### src/sv/kpp_pkg.sv
// ----------------------------------------------------------------------------
// kpp_pkg
// Shared types and constants for the key press / page / screen controller.
// ----------------------------------------------------------------------------
package kpp_pkg;

    // Field widths
    localparam int unsigned CNT_W   = 16;
    localparam int unsigned CLICK_W = 10;
    localparam int unsigned EV_W    = 2;
    localparam int unsigned PAGE_W  = 2;
    localparam int unsigned IDX_W   = 2;
    localparam int unsigned CFG_W   = 16;

    // Key event codes
    localparam logic [EV_W-1:0] EV_NONE  = 2'd0;
    localparam logic [EV_W-1:0] EV_CLICK = 2'd1;
    localparam logic [EV_W-1:0] EV_LONG  = 2'd2;

    // Page codes
    localparam logic [PAGE_W-1:0] PAGE_HOME  = 2'd0;
    localparam logic [PAGE_W-1:0] PAGE_TEMP  = 2'd1;
    localparam logic [PAGE_W-1:0] PAGE_LIGHT = 2'd2;

    // Configuration register indexes
    localparam logic [IDX_W-1:0] REG_LONG_PRESS = 2'd0;
    localparam logic [IDX_W-1:0] REG_CLICK_MIN  = 2'd1;
    localparam logic [IDX_W-1:0] REG_IDLE_TMO   = 2'd2;

    // Configuration reset values
    localparam logic [CNT_W-1:0]   LONG_PRESS_RST = 16'd1500;
    localparam logic [CLICK_W-1:0] CLICK_MIN_RST  = 10'd20;
    localparam logic [CNT_W-1:0]   IDLE_TMO_RST   = 16'd30000;

    // Key scanner to screen control
    typedef struct packed {
        logic            down;
        logic [EV_W-1:0] event_code;
    } key_status_t;

    // Screen control to output stage
    typedef struct packed {
        logic [PAGE_W-1:0] page;
        logic              lit;
        logic              redraw;
        logic              clear;
    } screen_status_t;

    // Saturating increment of an elapsed counter
    function automatic logic [CNT_W-1:0] sat_inc(input logic [CNT_W-1:0] v);
        sat_inc = (v == {CNT_W{1'b1}}) ? v : v + 1'b1;
    endfunction

endpackage

### src/sv/kpp_key_scan.sv
// ----------------------------------------------------------------------------
// kpp_key_scan
// Press tracking: detects a long press while held and a click on release.
// ----------------------------------------------------------------------------
module kpp_key_scan import kpp_pkg::*; (
    input  logic               aclk,
    input  logic               aresetn,
    input  logic               advance,      // one tick item taken
    input  logic               btn_pressed,
    input  logic [CNT_W-1:0]   long_ticks,
    input  logic [CLICK_W-1:0] click_ticks,
    output key_status_t        status
);

    logic             pressed_reg, pressed_next;
    logic             long_sent_reg, long_sent_next;
    logic [CNT_W-1:0] elapsed_reg, elapsed_next;
    logic [CNT_W-1:0] elapsed_inc;
    logic [EV_W-1:0]  ev;

    assign elapsed_inc = sat_inc(elapsed_reg);

    // Press / release decode for this tick
    always_comb begin
        pressed_next   = pressed_reg;
        long_sent_next = long_sent_reg;
        elapsed_next   = elapsed_reg;
        ev             = EV_NONE;
        if (!pressed_reg) begin
            if (btn_pressed) begin
                pressed_next   = 1'b1;
                elapsed_next   = '0;
                long_sent_next = 1'b0;
            end
        end else begin
            elapsed_next = elapsed_inc;
            if (btn_pressed) begin
                if (!long_sent_reg && (elapsed_inc >= long_ticks)) begin
                    long_sent_next = 1'b1;
                    ev             = EV_LONG;
                end
            end else begin
                pressed_next = 1'b0;
                if (!long_sent_reg && (elapsed_inc >= {{(CNT_W-CLICK_W){1'b0}}, click_ticks}))
                    ev = EV_CLICK;
            end
        end
    end

    assign status.down       = btn_pressed;
    assign status.event_code = ev;

    // Press state
    always_ff @(posedge aclk) begin
        if (!aresetn) begin
            pressed_reg   <= 1'b0;
            long_sent_reg <= 1'b0;
            elapsed_reg   <= '0;
        end else if (advance) begin
            pressed_reg   <= pressed_next;
            long_sent_reg <= long_sent_next;
            elapsed_reg   <= elapsed_next;
        end
    end

endmodule

### src/sv/kpp_screen_ctrl.sv
// ----------------------------------------------------------------------------
// kpp_screen_ctrl
// Page selection, screen wake / idle blanking and redraw request tracking.
// ----------------------------------------------------------------------------
module kpp_screen_ctrl import kpp_pkg::*; (
    input  logic             aclk,
    input  logic             aresetn,
    input  logic             advance,
    input  key_status_t      key,
    input  logic [CNT_W-1:0] idle_ticks,
    output screen_status_t   status
);

    logic [CNT_W-1:0]  idle_reg, idle_next;
    logic [PAGE_W-1:0] page_reg, page_next;
    logic              lit_reg, lit_next;
    logic              pend_reg, pend_next;
    logic              clr, draw;

    always_comb begin
        idle_next = sat_inc(idle_reg);
        page_next = page_reg;
        lit_next  = lit_reg;
        pend_next = pend_reg;
        clr       = 1'b0;
        draw      = 1'b0;

        // Key event: wake or change page
        if (key.event_code != EV_NONE) begin
            idle_next = '0;
            pend_next = 1'b1;
            if (key.event_code == EV_LONG) begin
                page_next = PAGE_HOME;
            end else if (lit_reg) begin
                case (page_reg)
                    PAGE_HOME: page_next = PAGE_TEMP;
                    PAGE_TEMP: page_next = PAGE_LIGHT;
                    default:   page_next = PAGE_TEMP;
                endcase
            end
            lit_next = 1'b1;
        end

        // Idle blanking, held off while the key is down
        if (!key.down && lit_next && (idle_next >= idle_ticks)) begin
            clr       = 1'b1;
            lit_next  = 1'b0;
            pend_next = 1'b0;
        end

        // One-tick redraw while lit
        if (lit_next && pend_next) begin
            pend_next = 1'b0;
            draw      = 1'b1;
        end
    end

    assign status.page   = page_next;
    assign status.lit    = lit_next;
    assign status.redraw = draw;
    assign status.clear  = clr;

    always_ff @(posedge aclk) begin
        if (!aresetn) begin
            idle_reg <= '0;
            page_reg <= PAGE_HOME;
            lit_reg  <= 1'b1;
            pend_reg <= 1'b1;
        end else if (advance) begin
            idle_reg <= idle_next;
            page_reg <= page_next;
            lit_reg  <= lit_next;
            pend_reg <= pend_next;
        end
    end

endmodule

### src/sv/key_press_page_screen_controller.sv
// ----------------------------------------------------------------------------
// key_press_page_screen_controller
// Button click / long-press detector driving page selection and screen power.
// ----------------------------------------------------------------------------
// Each input item is one tick carrying the sampled button level; each item
// gives exactly one result item. An item is processed combinationally by
// the key scanner and screen control and lands in the output register, so one
// item is taken per clock as long as the output side keeps up; the result
// appears in the cycle after the item is taken. The output register is the only
// buffer: while it holds an untaken result, the input stalls. Configuration
// writes are always accepted (cfg_ready is tied high) and should be issued
// only while no tick is in flight.
module key_press_page_screen_controller import kpp_pkg::*; (
    input  logic             aclk,
    input  logic             aresetn,
    // Tick input
    input  logic             s_tvalid,
    output logic             s_tready,
    input  logic [7:0]       s_tdata,    // [0] btn_pressed, [7:1] zero
    // Result output
    output logic             m_tvalid,
    input  logic             m_tready,
    output logic [7:0]       m_tdata,    // [1:0] btn_event, [3:2] page_now,
                                         // [4] screen_on_now, [5] redraw_pulse,
                                         // [6] clear_pulse, [7] zero
    // Configuration writes
    input  logic             cfg_valid,
    output logic             cfg_ready,
    input  logic [IDX_W-1:0] cfg_index,
    input  logic [CFG_W-1:0] cfg_data
);

    logic               advance;
    logic [CNT_W-1:0]   long_reg;
    logic [CLICK_W-1:0] click_reg;
    logic [CNT_W-1:0]   idle_tmo_reg;
    key_status_t        key_st;
    screen_status_t     scr_st;
    logic               out_valid_reg;
    logic [EV_W-1:0]    out_ev_reg;
    screen_status_t     out_scr_reg;

    // Handshakes
    assign s_tready  = !out_valid_reg || m_tready;
    assign advance   = s_tvalid && s_tready;
    assign cfg_ready = 1'b1;

    // Configuration registers
    always_ff @(posedge aclk) begin
        if (!aresetn) begin
            long_reg     <= LONG_PRESS_RST;
            click_reg    <= CLICK_MIN_RST;
            idle_tmo_reg <= IDLE_TMO_RST;
        end else if (cfg_valid && cfg_ready) begin
            case (cfg_index)
                REG_LONG_PRESS: long_reg     <= cfg_data;
                REG_CLICK_MIN:  click_reg    <= cfg_data[CLICK_W-1:0];
                REG_IDLE_TMO:   idle_tmo_reg <= cfg_data;
                default:        ;
            endcase
        end
    end

    kpp_key_scan u_key_scan (
        .aclk        (aclk),
        .aresetn     (aresetn),
        .advance     (advance),
        .btn_pressed (s_tdata[0]),
        .long_ticks  (long_reg),
        .click_ticks (click_reg),
        .status      (key_st)
    );

    kpp_screen_ctrl u_screen_ctrl (
        .aclk       (aclk),
        .aresetn    (aresetn),
        .advance    (advance),
        .key        (key_st),
        .idle_ticks (idle_tmo_reg),
        .status     (scr_st)
    );

    // Output register
    always_ff @(posedge aclk) begin
        if (!aresetn) begin
            out_valid_reg <= 1'b0;
        end else if (s_tready) begin
            out_valid_reg <= s_tvalid;
        end
    end

    always_ff @(posedge aclk) begin
        if (advance) begin
            out_ev_reg  <= key_st.event_code;
            out_scr_reg <= scr_st;
        end
    end

    assign m_tvalid = out_valid_reg;
    assign m_tdata  = {1'b0, out_scr_reg.clear, out_scr_reg.redraw, out_scr_reg.lit,
                       out_scr_reg.page, out_ev_reg};

    // Checks
    a_draw_lit: assert property (@(posedge aclk) disable iff (!aresetn)
        m_tvalid && out_scr_reg.redraw |-> out_scr_reg.lit)
        else $error("redraw pulse on a dark screen");

    a_clear_dark: assert property (@(posedge aclk) disable iff (!aresetn)
        m_tvalid && out_scr_reg.clear |-> !out_scr_reg.lit && !out_scr_reg.redraw)
        else $error("clear pulse with screen lit or redraw");

    a_ev_code: assert property (@(posedge aclk) disable iff (!aresetn)
        m_tvalid |-> (out_ev_reg == EV_NONE || out_ev_reg == EV_CLICK ||
                      out_ev_reg == EV_LONG))
        else $error("bad key event code");

    a_drain: assert property (@(posedge aclk) disable iff (!aresetn)
        m_tvalid && m_tready && !s_tvalid |=> !m_tvalid)
        else $error("result repeated after being taken");

endmodule

### config.mk
export PLATFORM = sky130hd
export DESIGN_NAME = key_press_page_screen_controller
export DESIGN_NICKNAME = d
export VERILOG_FILES = /design/src/sv/kpp_pkg.sv /design/src/sv/kpp_key_scan.sv /design/src/sv/kpp_screen_ctrl.sv /design/src/sv/key_press_page_screen_controller.sv
export SDC_FILE = /design/constraint.sdc
export NUM_CORES = 1
export LEC_CHECK = 0
export ABC_CLOCK_PERIOD_IN_PS = 6750
export BUFFER_PORTS_ARGS = -buffer_cell sky130_fd_sc_hd__buf_2
export CORE_ASPECT_RATIO = 0.9
export CORE_UTILIZATION = 45
export CTS_CLUSTER_DIAMETER = 40
export DETAILED_ROUTE_END_ITERATION = 6
export GPL_ROUTABILITY_DRIVEN = 0
export GPL_TIMING_DRIVEN = 0
export PLACE_DENSITY = 0.66
export RECOVER_POWER = 25
export SLEW_MARGIN = 25
export SYNTH_ARGS = -nofsm -noshare
export SYNTH_HDL_FRONTEND = slang
export SYNTH_HIERARCHICAL = 1
export SYNTH_SLANG_ARGS = --single-unit
### constraint.sdc
create_clock -name aclk -period 6.75 [get_ports aclk]
set_input_delay 0.675 -clock aclk [delete_from_list [all_inputs] [get_ports aclk]]
set_output_delay 0.675 -clock aclk [all_outputs]
set_load 0.05 [all_outputs]
==> Word level (Yosys, flattened, before mapping) <==
Cells that the tools add are included.
{ "op_classes": {"add_sub_neg": 2, "order_cmp": 3, "n_eq_ne": 7, "n_mux": 25, "n_reduce_logical": 18} }
{ "op_table": {"columns": ["op", "count"], "rows": [
  ["$mux 16", 5],
  ["$add 16x1->16 const B", 2],
  ["$eq 16x16->1 const B", 2],
  ["$ge 16x16->1", 2],
  ["$ge 16x10->1", 1],
  ["$mux 2", 7],
  ["$mux 1", 13],
  ["$reduce_and 2->1", 4],
  ["$logic_and 1x1->1", 6],
  ["$eq 2x1->1 const B", 2],
  ["$eq 2x2->1 const B", 2],
  ["$reduce_bool 2->1", 2],
  ["$logic_not 1->1", 3],
  ["$reduce_and 3->1", 1],
  ["$logic_not 2->1", 1],
  ["$ne 2x2->1 const B", 1],
  ["$logic_or 1x1->1", 1]
]} }
{ "word_totals": {"regBits": 88, "elab_cells": 71} }

==> Depth between registers and ports, before layout <==
Gate-level depths: netlist (run 1).
{ "depth": {"word_depth": 14, "mapped_depth": 24} }

==> By module <==
The synthesis (run 1) kept the hierarchy.
{ "by_module_without_submodules": {"columns": ["module", "instances", "cells_per_inst", "area_each_um2", "seq_area_each_um2"], "rows": [
  ["key_press_page_screen_controller", 1, 188, 1984.4, 1071.0],
  ["kpp_screen_ctrl", 1, 244, 1794.2, 400.4],
  ["kpp_key_scan", 1, 228, 1773.0, 360.3]
]} }

==> Least setup slack after synthesis (run 1) <==
OpenSTA, ideal clock, no wires.
{ "synth_timing": {"path_type": "reg2reg", "from": "reg u_key_scan.elapsed_reg[0]", "to": "reg out_scr_reg (netlist bit m_tdata[4]) (data pin)", "setup_ns": 0.251, "t_arrival_ns": 5.293, "required_ns": 6.499, "slack_ns": 1.206, "stages_incl_launch_ff": 24, "path_buffers": 3, "synth_period_minus_slack_ns": 5.544, "cell_sequence": "dfxtp_1 > ha_1 > and3_1 > and4_1 > nand2_1 > mux2_1 > ha_1 > o211ai_1 > o21ai_0 > a211oi_1 > o21ai_0 > a21oi_1 > nor4b_1 > or2_2 > clkbuf_1 > clkbuf_1 > a21oi_1 > ha_1 > nand4_1 > or4_1 > o32a_1 > a21oi_1 > nor2_1 > buf_4"} }
{ "synth_lines": {"columns": ["item", "line", "text"], "rows": [
  ["start, declared", "kpp_key_scan.sv:17", "logic [CNT_W-1:0] elapsed_reg, elapsed_next;"],
  ["start signal, assigned", "kpp_key_scan.sv:62", "elapsed_reg <= elapsed_next;"],
  ["end signal, assigned", "key_press_page_screen_controller.sv:95", "out_scr_reg <= scr_st;"],
  ["end, declared", "key_press_page_screen_controller.sv:41", "screen_status_t out_scr_reg;"]
]} }

==> results.ini, run 1 <==
[outcome]
status=finished, final reports clean

[place]
dp_cells=852
pre_cts_slack_ns=-0.368
portBuffers=32
placed_area_sq_um=5910
dp_hpwl_mm=10.6

[synth]
synthAdderAreaFrac_pct=9.69
synth-simple-area-share_pct=23.6
yosysWarningCount=6
synthDistinctLibCells=66
synthXorXnorAreaFrac_pct=2.52
synth.most_common_cell=dfxtp_1
yosysTopAreaCellShare_pct=29.2
ys_async_sr_fraction_pct=0
ys_ff_latch=88
synth-compound-area-share_pct=16.1
synth_nets=734
synth_edf_count=7
yosys-mux-area-fraction_pct=7.23
yosysTopAreaCell=dfxtp_1
ys.flop_type=dfxtp_1
syn_area_sq_um=5550
yosysSeqAreaShare_pct=33.0
yosys-top-cells-area=dfxtp_1 (29%), ha_1 (9.7%), mux2i_1 (7.0%)
synth_common_cells=dfxtp_1 (81), nand2_1 (74), inv_1 (55)
postSynthCellCount=660
synth_top_family_by_area=simple AND/OR/NAND/NOR gates
avgSynthCellArea_sq_um=8.41

[global_routing]
grt_max_degree=17
grtUsageTotal_pct=22.4
grt_pass1_wl_mm=22.7
grt_pass1_vias=4652
grt_antenna_before_repair=0
grt.overflow.total=0

[clock_network]
cts_buffer_depth=2
clock-root-buffer=clkbuf_16
cts_made_buffers=9
clock_latency_ns=0.35
cts_tree=yes
htree_levels=3
clkTransAtPathRegs_ns=0.07
post-cts-setup-buffers=0
clock_sinks=88

[sta]
min_period_over_period_pct=92.3
fin_skew_ns=0.0149
fin_crit_ns=6.23
fin_ws_ns=0.518
setup_tns_ns=0
relSlewSlack_pct=46.2
finalHoldViolCount=0
setup-violations-final=0
fmax_mhz=160
worst_pin_slew_ns=0.807
drv_slew=0
rsz0062_at_grt=no

[detailed_routing]
ant_nets=0
wl_mm=13.8
dr.pass1.iters=7
avgRoutedWirePerCell_um=15.9
wl_met1_mm=6.71
first_iter_violations=323
drcViolationCount=0
wl_met3_um=692
top_layer_used=met4
via_per_inst=5.70
vias=4938
met2WireLength_mm=6.11

[critical_path]
cp_num_buf_inv=2
critPathRequiredTime_ns=6.84
arrival_ns=6.33
cp-start-kind=register
critPathSlowestCell=or4_1
crit_type=register to register
cp_max_fo=13
rrSetupSlack_ns=0.52
path_delay_family=compound AO/OA/AOI/OAI gates
cpPeakStageDelay_ns=0.53
cp_cell_sequence=ha_1, and3_1, nand4_1, o2111ai_1, xnor2_1, ha_1, a2111oi_0, o21ai_0, a211oi_1, o21ai_0, a21oi_1, nor4b_4, or2_4, clkbuf_2, a211oi_1, ha_1, nand4_1, or4_1, o32a_1, a21oi_2, nor2_1, buf_4
cpMostUsedCell=ha_1
setup.worst_path.end_class=register

[die]
die_w_um=119
row_count=38
core_sq_um=12000
die_h_um=107
top_level_ports=42
initial_utilization_pct=46.2
die_area_sq_um=12800

[flow_run]
max_cap_viol_count=0

[final_layout]
finalInstanceArea_sq_um=6240
fillers=1145
final_cells=867
diodes=0
fin_nets=776
syn_to_final_growth_pct=12.4
postLayoutCoreUtil_pct=51.9
drive_gt1_share_pct=12.0

[power_and_ir_drop]
p_sw_uw=303
power.internal_uw=870
netSwitchingFraction_pct=25.8
p_leak_nw=2.75
seqPwrFrac_pct=46.8
irDropWorstVdd_mv=0.150
power_frac_comb_pct=9.5
clkPwrFrac_pct=43.8
p_per_area_nw_per_um2=188

[worst_hold_path]
min_path_type=register to register

[power groups by stage]
stage | logic (mW) | registers (mW) | clock network, mW
final | 0.111 | 0.548 | 0.513
after global routing | 0.122 | 0.550 | 0.541
after CTS | 0.111 | 0.548 | 0.524
after detailed placement | 0.110 | 0.560 | 0
after global placement | 0.106 | 0.559 | 0
after floorplan | 0.0687 | 0.565 | 0
[layout by cell type, fill, tap and decap left out, types with 4 or more instances in the layout]
master,count
dfxtp_1,81
nand2_1,74
inv_1,55
ha_1,43
mux2i_1,39
buf_2,38
a21oi_1,38
nor2b_1,29
nor2_1,29
o21ai_0,22
clkbuf_1,20
nand3_1,17
nand4_1,14
nor3_1,14
o211ai_1,13
and3_1,12
buf_4,10
xor2_1,10
a211oi_1,10
clkbuf_16,9
nand2b_1,7
edfxtp_1,7
and4_1,7
o21a_1,7
a31oi_1,7
xnor2_1,6
a22oi_1,6
a21boi_0,5
and3b_1,4
nand4b_1,4
a31o_2,4
[logic make-up after synthesis]
| family | after synthesis |
|---|---|
| xor gates and xnor gates | 16 |
| other | 2 |
| buffers and inverters | 96 |
| adders and majority gates | 43 |
| muxes | 40 |
| DFF | 88 |
| AOI/OAI and AO/OA | 135 |
| and+or+nand+nor | 240 |
[worst register-to-register path: stages (launching register included)]
cell and delay (ns):
dfxtp_1 0.45, ha_1 0.27, and3_1 0.23, nand4_1 0.23, o2111ai_1 0.29, xnor2_1 0.24
ha_1 0.32, a2111oi_0 0.35, o21ai_0 0.23, a211oi_1 0.23, o21ai_0 0.15, a21oi_1 0.29
nor4b_4 0.10, or2_4 0.34, clkbuf_2 0.24, a211oi_1 0.32, ha_1 0.21, nand4_1 0.16
or4_1 0.54, o32a_1 0.34, a21oi_2 0.25, nor2_1 0.08, buf_4 0.13
[per-stage QoR]
step,power (mW),hold slack (ns)
3_3_place_gp,0.665,0.433
3_5_place_dp,0.669,0.441
2_1_floorplan,0.634,0.423
6_report,1.17,0.454
5_1_grt,1.21,0.473
4_1_cts,1.18,0.451
[area by class of cell]
type / count / area [sq um] / area share (%)
Timing Repair Buffer: 32 / 155 / 2.49
Buffer: 40 / 218 / 3.49
Clock inverter: 7 / 77.6 / 1.24
Multi-Input combinational cell: 476 / 3330 / 53.3
Sequential cell: 88 / 1830 / 29.4
Inverter: 55 / 206 / 3.31
Clock buffer: 9 / 225 / 3.61
Tap cell: 160 / 200 / 3.21
[what timing repair did]
action | in CTS | in global routing
pin swaps | 0 | 0
endpoints found under the setup margin | 4 | 4
resized for setup | 2 | 6
hold buffers | 0 | 0
[layer usage]
| layer | vias up | GRT usage (%) |
|---|---|---|
| met5 | - | 0 |
| li1 | 2413 | - |
| met1 | 2340 | 30.5 |
| met3 | 26 | 4.03 |
| met4 | 0 | 6.24 |
| met2 | 159 | 36.1 |
[worst paths after layout]
| check | start | endpoint | cells past startpoint |
|---|---|---|---|
| max | u_key_scan/elapsed_reg[0] | m_tdata[4] | 22 |
| min | u_screen_ctrl/pend_reg | u_screen_ctrl/pend_reg | 2 |
| max reg2reg | u_key_scan/elapsed_reg[0] | m_tdata[4] | 22 |
| min reg2reg | u_screen_ctrl/pend_reg | u_screen_ctrl/pend_reg | 2 |
Power figures use the tool's default switching activity.
==> inputs of run 2 (changes only) <==
Settings changed: ABC_AREA set to 1, CTS_BUF_LIST set to sky130_fd_sc_hd__clkbuf_8, SYNTH_HIERARCHICAL 1 to not set.
==> run 2 against run 1 <==
Compared with the run above: worst setup slack improved by 1.3 ns; non-clock buffer count fell by 14; critical path depth rose by 16; routed wire length fell by 5.1%; critical path type unchanged; flip-flop and latch count did not move; sequential share of layout area rose by 2.8 points.
==> results.ini, run 2 <==
[flow_run]
max_cap_viol_count=0

[die]
die_h_um=104
die_w_um=115
initial_utilization_pct=47.1
top_level_ports=42
core_sq_um=11000
row_count=36
die_area_sq_um=12000

[sta]
fin_crit_ns=4.94
relSlewSlack_pct=38.9
setup_tns_ns=0
rsz0062_at_grt=no
finalHoldViolCount=0
drv_slew=0
worst_pin_slew_ns=0.917
setup-violations-final=0
min_period_over_period_pct=73.1
fmax_mhz=203
fin_skew_ns=0.0134

[global_routing]
grt_pass1_wl_mm=21.3
grt.overflow.total=0
grt_pass1_vias=4467
grt_max_degree=17
grt_antenna_before_repair=0
grtUsageTotal_pct=22.6

[critical_path]
rrSetupSlack_ns=1.81
cpMostUsedCell=nand2_1
arrival_ns=5.07
cp-start-kind=register
setup.worst_path.end_class=register
rr_worst_depth=38
crit_type=register to register
critPathRequiredTime_ns=6.88
critPathSlowestCell=dfxtp_1
cp_max_fo=10
cpPeakStageDelay_ns=0.41

[clock_network]
post-cts-setup-buffers=0
clock-root-buffer=clkbuf_8
htree_levels=3
cts_buffer_depth=2
post_cts_resized=0
cts_made_buffers=9
cts_tree=yes
ctsHoldBuffers=0
clock_sinks=88
clkTransAtPathRegs_ns=0.09
clock_latency_ns=0.38

[synth]
avgSynthCellArea_sq_um=7.10
postSynthCellCount=732
ys_ff_latch=88
yosysTopAreaCell=dfxtp_1
ys_async_sr_fraction_pct=0
synth_common_cells=nand2_1 (149), inv_1 (116), a21oi_1 (81), dfxtp_1 (81), o21ai_0 (58)
yosysTopAreaCellShare_pct=31.2
ys.flop_type=dfxtp_1
yosys-top-cells-area=dfxtp_1 (31%), nand2_1 (11%), ha_1 (10%)
syn_area_sq_um=5200
synth_edf_count=7
yosysWarningCount=0
synth_nets=806
synthDistinctLibCells=35
yosysSeqAreaShare_pct=35.2
synth.most_common_cell=nand2_1

[final_layout]
diodes=0
drive_gt1_share_pct=8.47
fillers=1115
final_common_cell=nand2_1
fin_nets=848
postLayoutCoreUtil_pct=51.7
syn_to_final_growth_pct=9.72
final_cell_mix=nand2_1 (149), inv_1 (117), a21oi_1 (81), dfxtp_1 (81), o21ai_0 (58)

[power_and_ir_drop]
p_sw_uw=326
irDropWorstVdd_mv=0.115
clkPwrFrac_pct=31.9
p_per_area_nw_per_um2=186
seqPwrFrac_pct=53.2
netSwitchingFraction_pct=30.7
power.internal_uw=737
power_frac_comb_pct=14.9
p_leak_nw=2.67

[detailed_routing]
wl_mm=13.1
ant_nets=0
drcViolationCount=0
first_iter_violations=377
via_per_inst=5.27
avgRoutedWirePerCell_um=14.0
dr.pass1.iters=5
vias=4908

[worst_hold_path]
min_path_type=register to register
holdPathStages=2

[place]
portBuffers=31
dp_hpwl_mm=10.2

[outcome]
status=finished, final reports clean

## run 2: changes by cell type after synthesis, sizes merged, moves of 7 or more
cell    change
and4        -7
nor2b      -29
nand3      +25
nand2b      -7
nand2      +79
nor2       +16
and3       -12
a21oi      +42
a31oi       -7
mux2i      -39
inv        +62
buf        -17
o21ai      +38
a211oi      -8
## run 2: worst paths after layout
path | startpoint | endpoint
worst min-delay path | click_reg[9] | click_reg[9]
worst min register to register | click_reg[9] | click_reg[9]
worst max register to register | u_key_scan.elapsed_reg[1] | m_tdata[5]
worst max-delay path | u_key_scan.elapsed_reg[1] | m_tdata[5]
## run 2: layout make-up
| type | count | area, sq um | area share, % |
|---|---|---|---|
| Clock inverter | 7 | 47.5 | 0.834 |
| Timing Repair Buffer | 31 | 144 | 2.52 |
| Buffer | 27 | 135 | 2.37 |
| Multi-Input combinational cell | 500 | 2790 | 49.0 |
| Sequential cell | 88 | 1830 | 32.1 |
| Tap cell | 152 | 190 | 3.33 |
| Inverter | 117 | 439 | 7.70 |
| Clock buffer | 9 | 124 | 2.17 |
## run 2: kinds of logic (layout without fill, tap and decap cells)
| kind of cell | after synthesis | count (layout) | synth area share (%) |
|---|---|---|---|
| DFF | 88 | 88 | 35.2 |
| and+or+nand+nor | 273 | 273 | 23.2 |
| xor gates and xnor gates | 15 | 15 | 2.53 |
| buffers and inverters | 144 | 191 | 11.0 |
| other | 2 | 2 | 0.144 |
| AOI/OAI and AO/OA | 167 | 167 | 17.4 |
| adders and majority gates | 43 | 43 | 10.3 |
## run 2: critical path: cells and delay by family (launching register included)
family        cells  cell delay, ns
fa+ha+maj         3            0.89
simple gates     28            2.56
flops             1            0.41
buf+inv           6            0.56
xor+xnor          1            0.27
## run 2: power by group through the flow
stage	clock network (mW)	logic [mW]	registers, mW
3_5_place_dp	0	0.157	0.578
5_1_grt	0.369	0.179	0.569
3_3_place_gp	0	0.151	0.577
2_1_floorplan	0	0.102	0.587
4_1_cts	0.347	0.158	0.566
6_report	0.339	0.158	0.566
## run 2: per-layer routing
metal / up-vias / global-route usage (%) / wire length (um)
li1: 2470 / - / -
met1: 2258 / 32.5 / 6340
met2: 171 / 34.7 / 5680
met3: 9 / 4.14 / 934
met4: 0 / 5.75 / 105
met5: - / 0 / 0
## run 2: stage by stage
stage / total power, mW / hold WS [ns] / std cells / setup WS, ns / instance area [sq um]
5_1_grt: 1.12 / 0.482 / 931 / 1.21 / 5700
2_1_floorplan: 0.689 / 0.420 / 732 / 2.85 / 5200
6_report: 1.06 / 0.467 / 931 / 1.81 / 5700
3_5_place_dp: 0.735 / 0.452 / 915 / 1.87 / 5540
4_1_cts: 1.07 / 0.466 / 931 / 1.83 / 5720
3_3_place_gp: 0.728 / 0.443 / 915 / 1.99 / 5540
==> inputs of run 3 (changes only) <==
Settings changed: ABC_CLOCK_PERIOD_IN_PS 6750 to 5000.
Clock period 6.75 ns to 5 ns, I/O delays scaled along.
==> run 3 against run 2 <==
Compared with the run above: final cell count is the same; clock power grew 35%; routed wire length grew 0.62%; fmax grew 9.9%; flip-flop and latch count is the same; largest cell class unchanged.
==> results.ini, run 3 (synthesis results as in run 2) <==
[place]
placed_area_sq_um=5540
portBuffers=31
dp_hpwl_mm=10.2

[final_layout]
final_cell_mix=nand2_1 (148), inv_1 (117), a21oi_1 (81), dfxtp_1 (78), o21ai_0 (58)
syn_to_final_growth_pct=10.5
fillers=1107
multiInputGateArea_sq_um=2830
final_common_cell=nand2_1
layout.area.seq_sq_um=1840
drive_gt1_share_pct=9.50
postLayoutCoreUtil_pct=52.1
fin_nets=848
finalInstanceArea_sq_um=5750
diodes=0

[sta]
fmax_mhz=223
fin_skew_ns=0.0145
min_period_over_period_pct=89.8
relSlewSlack_pct=37.8
drv_slew=0
setup_tns_ns=0
worst_pin_slew_ns=0.934
finalHoldViolCount=0
fin_crit_ns=4.49
rsz0062_at_grt=no
setup-violations-final=0

[die]
die_h_um=104
core_sq_um=11000
row_count=36
die_w_um=115
top_level_ports=42
initial_utilization_pct=47.1
die_area_sq_um=12000

[critical_path]
cp_max_fo=10
timing.rr.end=m_tdata[5]
critPathSlowestCell=dfxtp_2
cp-start-kind=register
endpoint=m_tdata[5]
r2r-start=u_key_scan.elapsed_reg[1]
rr_worst_depth=38
cpMostUsedCell=nand2_1
critPathRequiredTime_ns=5.23
setup.worst_path.end_class=register
crit_type=register to register
rrSetupSlack_ns=0.51
cp-startpoint=u_key_scan.elapsed_reg[1]
arrival_ns=4.73
cpPeakStageDelay_ns=0.39

[detailed_routing]
wl_mm=13.1
avgRoutedWirePerCell_um=14.1
ant_nets=0
first_iter_violations=428
drcViolationCount=0
dr.pass1.iters=5
vias=4916
via_per_inst=5.28

[power_and_ir_drop]
p_leak_nw=2.67
irDropWorstVdd_mv=0.155
p_per_area_nw_per_um2=250

[global_routing]
grtUsageTotal_pct=22.6
grt_pass1_wl_mm=21.3
grt.overflow.total=0
grt_max_degree=17
grt_antenna_before_repair=0
grt_pass1_vias=4467

[worst_hold_path]
min_path_type=primary input to register
hp-start=cfg_data[12]

[clock_network]
cts_made_buffers=9
clock-root-buffer=clkbuf_8
cts_tree=yes
clock_sinks=88
cts_buffer_depth=2
clock_latency_ns=0.38
htree_levels=3
clkTransAtPathRegs_ns=0.09

[flow_run]
max_cap_viol_count=0

[outcome]
status=finished, final reports clean

run 3: cell count changes in the layout (fill, tap and decap cells not counted), sizes merged:
cell    previous run  this run
buf               29        28
clkbuf            38        39
run 3: how the worst min path moves through the flow:
stage / endpoint / slack (ns) / cells past startpoint
after floorplan: u_screen_ctrl.pend_reg / 0.42 / 2
after global placement: u_screen_ctrl.pend_reg / 0.44 / 2
after detailed placement: long_reg[9] / 0.45 / 2
after CTS: idle_tmo_reg[12] / 0.34 / 3
after global routing: long_reg[7] / 0.38 / 3
final: idle_tmo_reg[12] / 0.36 / 3
run 3: layer usage:
metal  vias up  share of wire, %  GRT usage, %  routed length (um)
met3        12               6.5          4.14                 857
met2       161                43          34.7                5700
met5         -                 0             0                   0
li1       2476                 -             -                   -
met4         0               1.0          5.75                 131
met1      2267                49          32.5                6450
run 3: layout make-up:
cell class,count,share of cell area (%)
plain buffers,27,2.35
clock buffers,9,2.16
clock inverters,7,0.827
inverters,117,7.64
multi-input cells,500,49.3
flip-flops and latches,88,31.9
well taps,152,3.31
repair buffers,31,2.48
run 3: critical path: cells and delay by family, from the launching register on:
| family | cells | cell delay [ns] |
|---|---|---|
| and+or+nand+nor | 26 | 2.09 |
| adders and majority gates | 3 | 0.74 |
| AOI/OAI and AO/OA | 3 | 0.48 |
| buffers and inverters | 5 | 0.43 |
| DFF | 1 | 0.39 |
| xor gates and xnor gates | 1 | 0.20 |
run 3: what timing repair did:
item | 4_1_cts | 5_1_grt
hold buffers | 0 | 0
resized for setup | 0 | 11
endpoints found under the hold margin | 0 | 0
setup endpoints to repair | 0 | 4
buffers inserted | 0 | 0
run 3: power breakdown:
part | total (mW) | switching, mW | internal, mW
Combinational | 0.215 | 0.146 | 0.0693
Clock | 0.458 | 0.277 | 0.181
Sequential | 0.764 | 0.0183 | 0.746
Total | 1.44 | 0.441 | 0.996
run 3: metrics by stage:
stage | std cells | power, mW | hold WS [ns] | worst slack, ns
CTS | 931 | 1.45 | 0.345 | 0.0808
global placement | 915 | 0.983 | 0.443 | 0.237
detailed placement | 915 | 0.992 | 0.452 | 0.118
finish | 931 | 1.44 | 0.365 | 0.508
global route | 931 | 1.51 | 0.384 | 0.0119
floorplan | 732 | 0.930 | 0.420 | 1.10
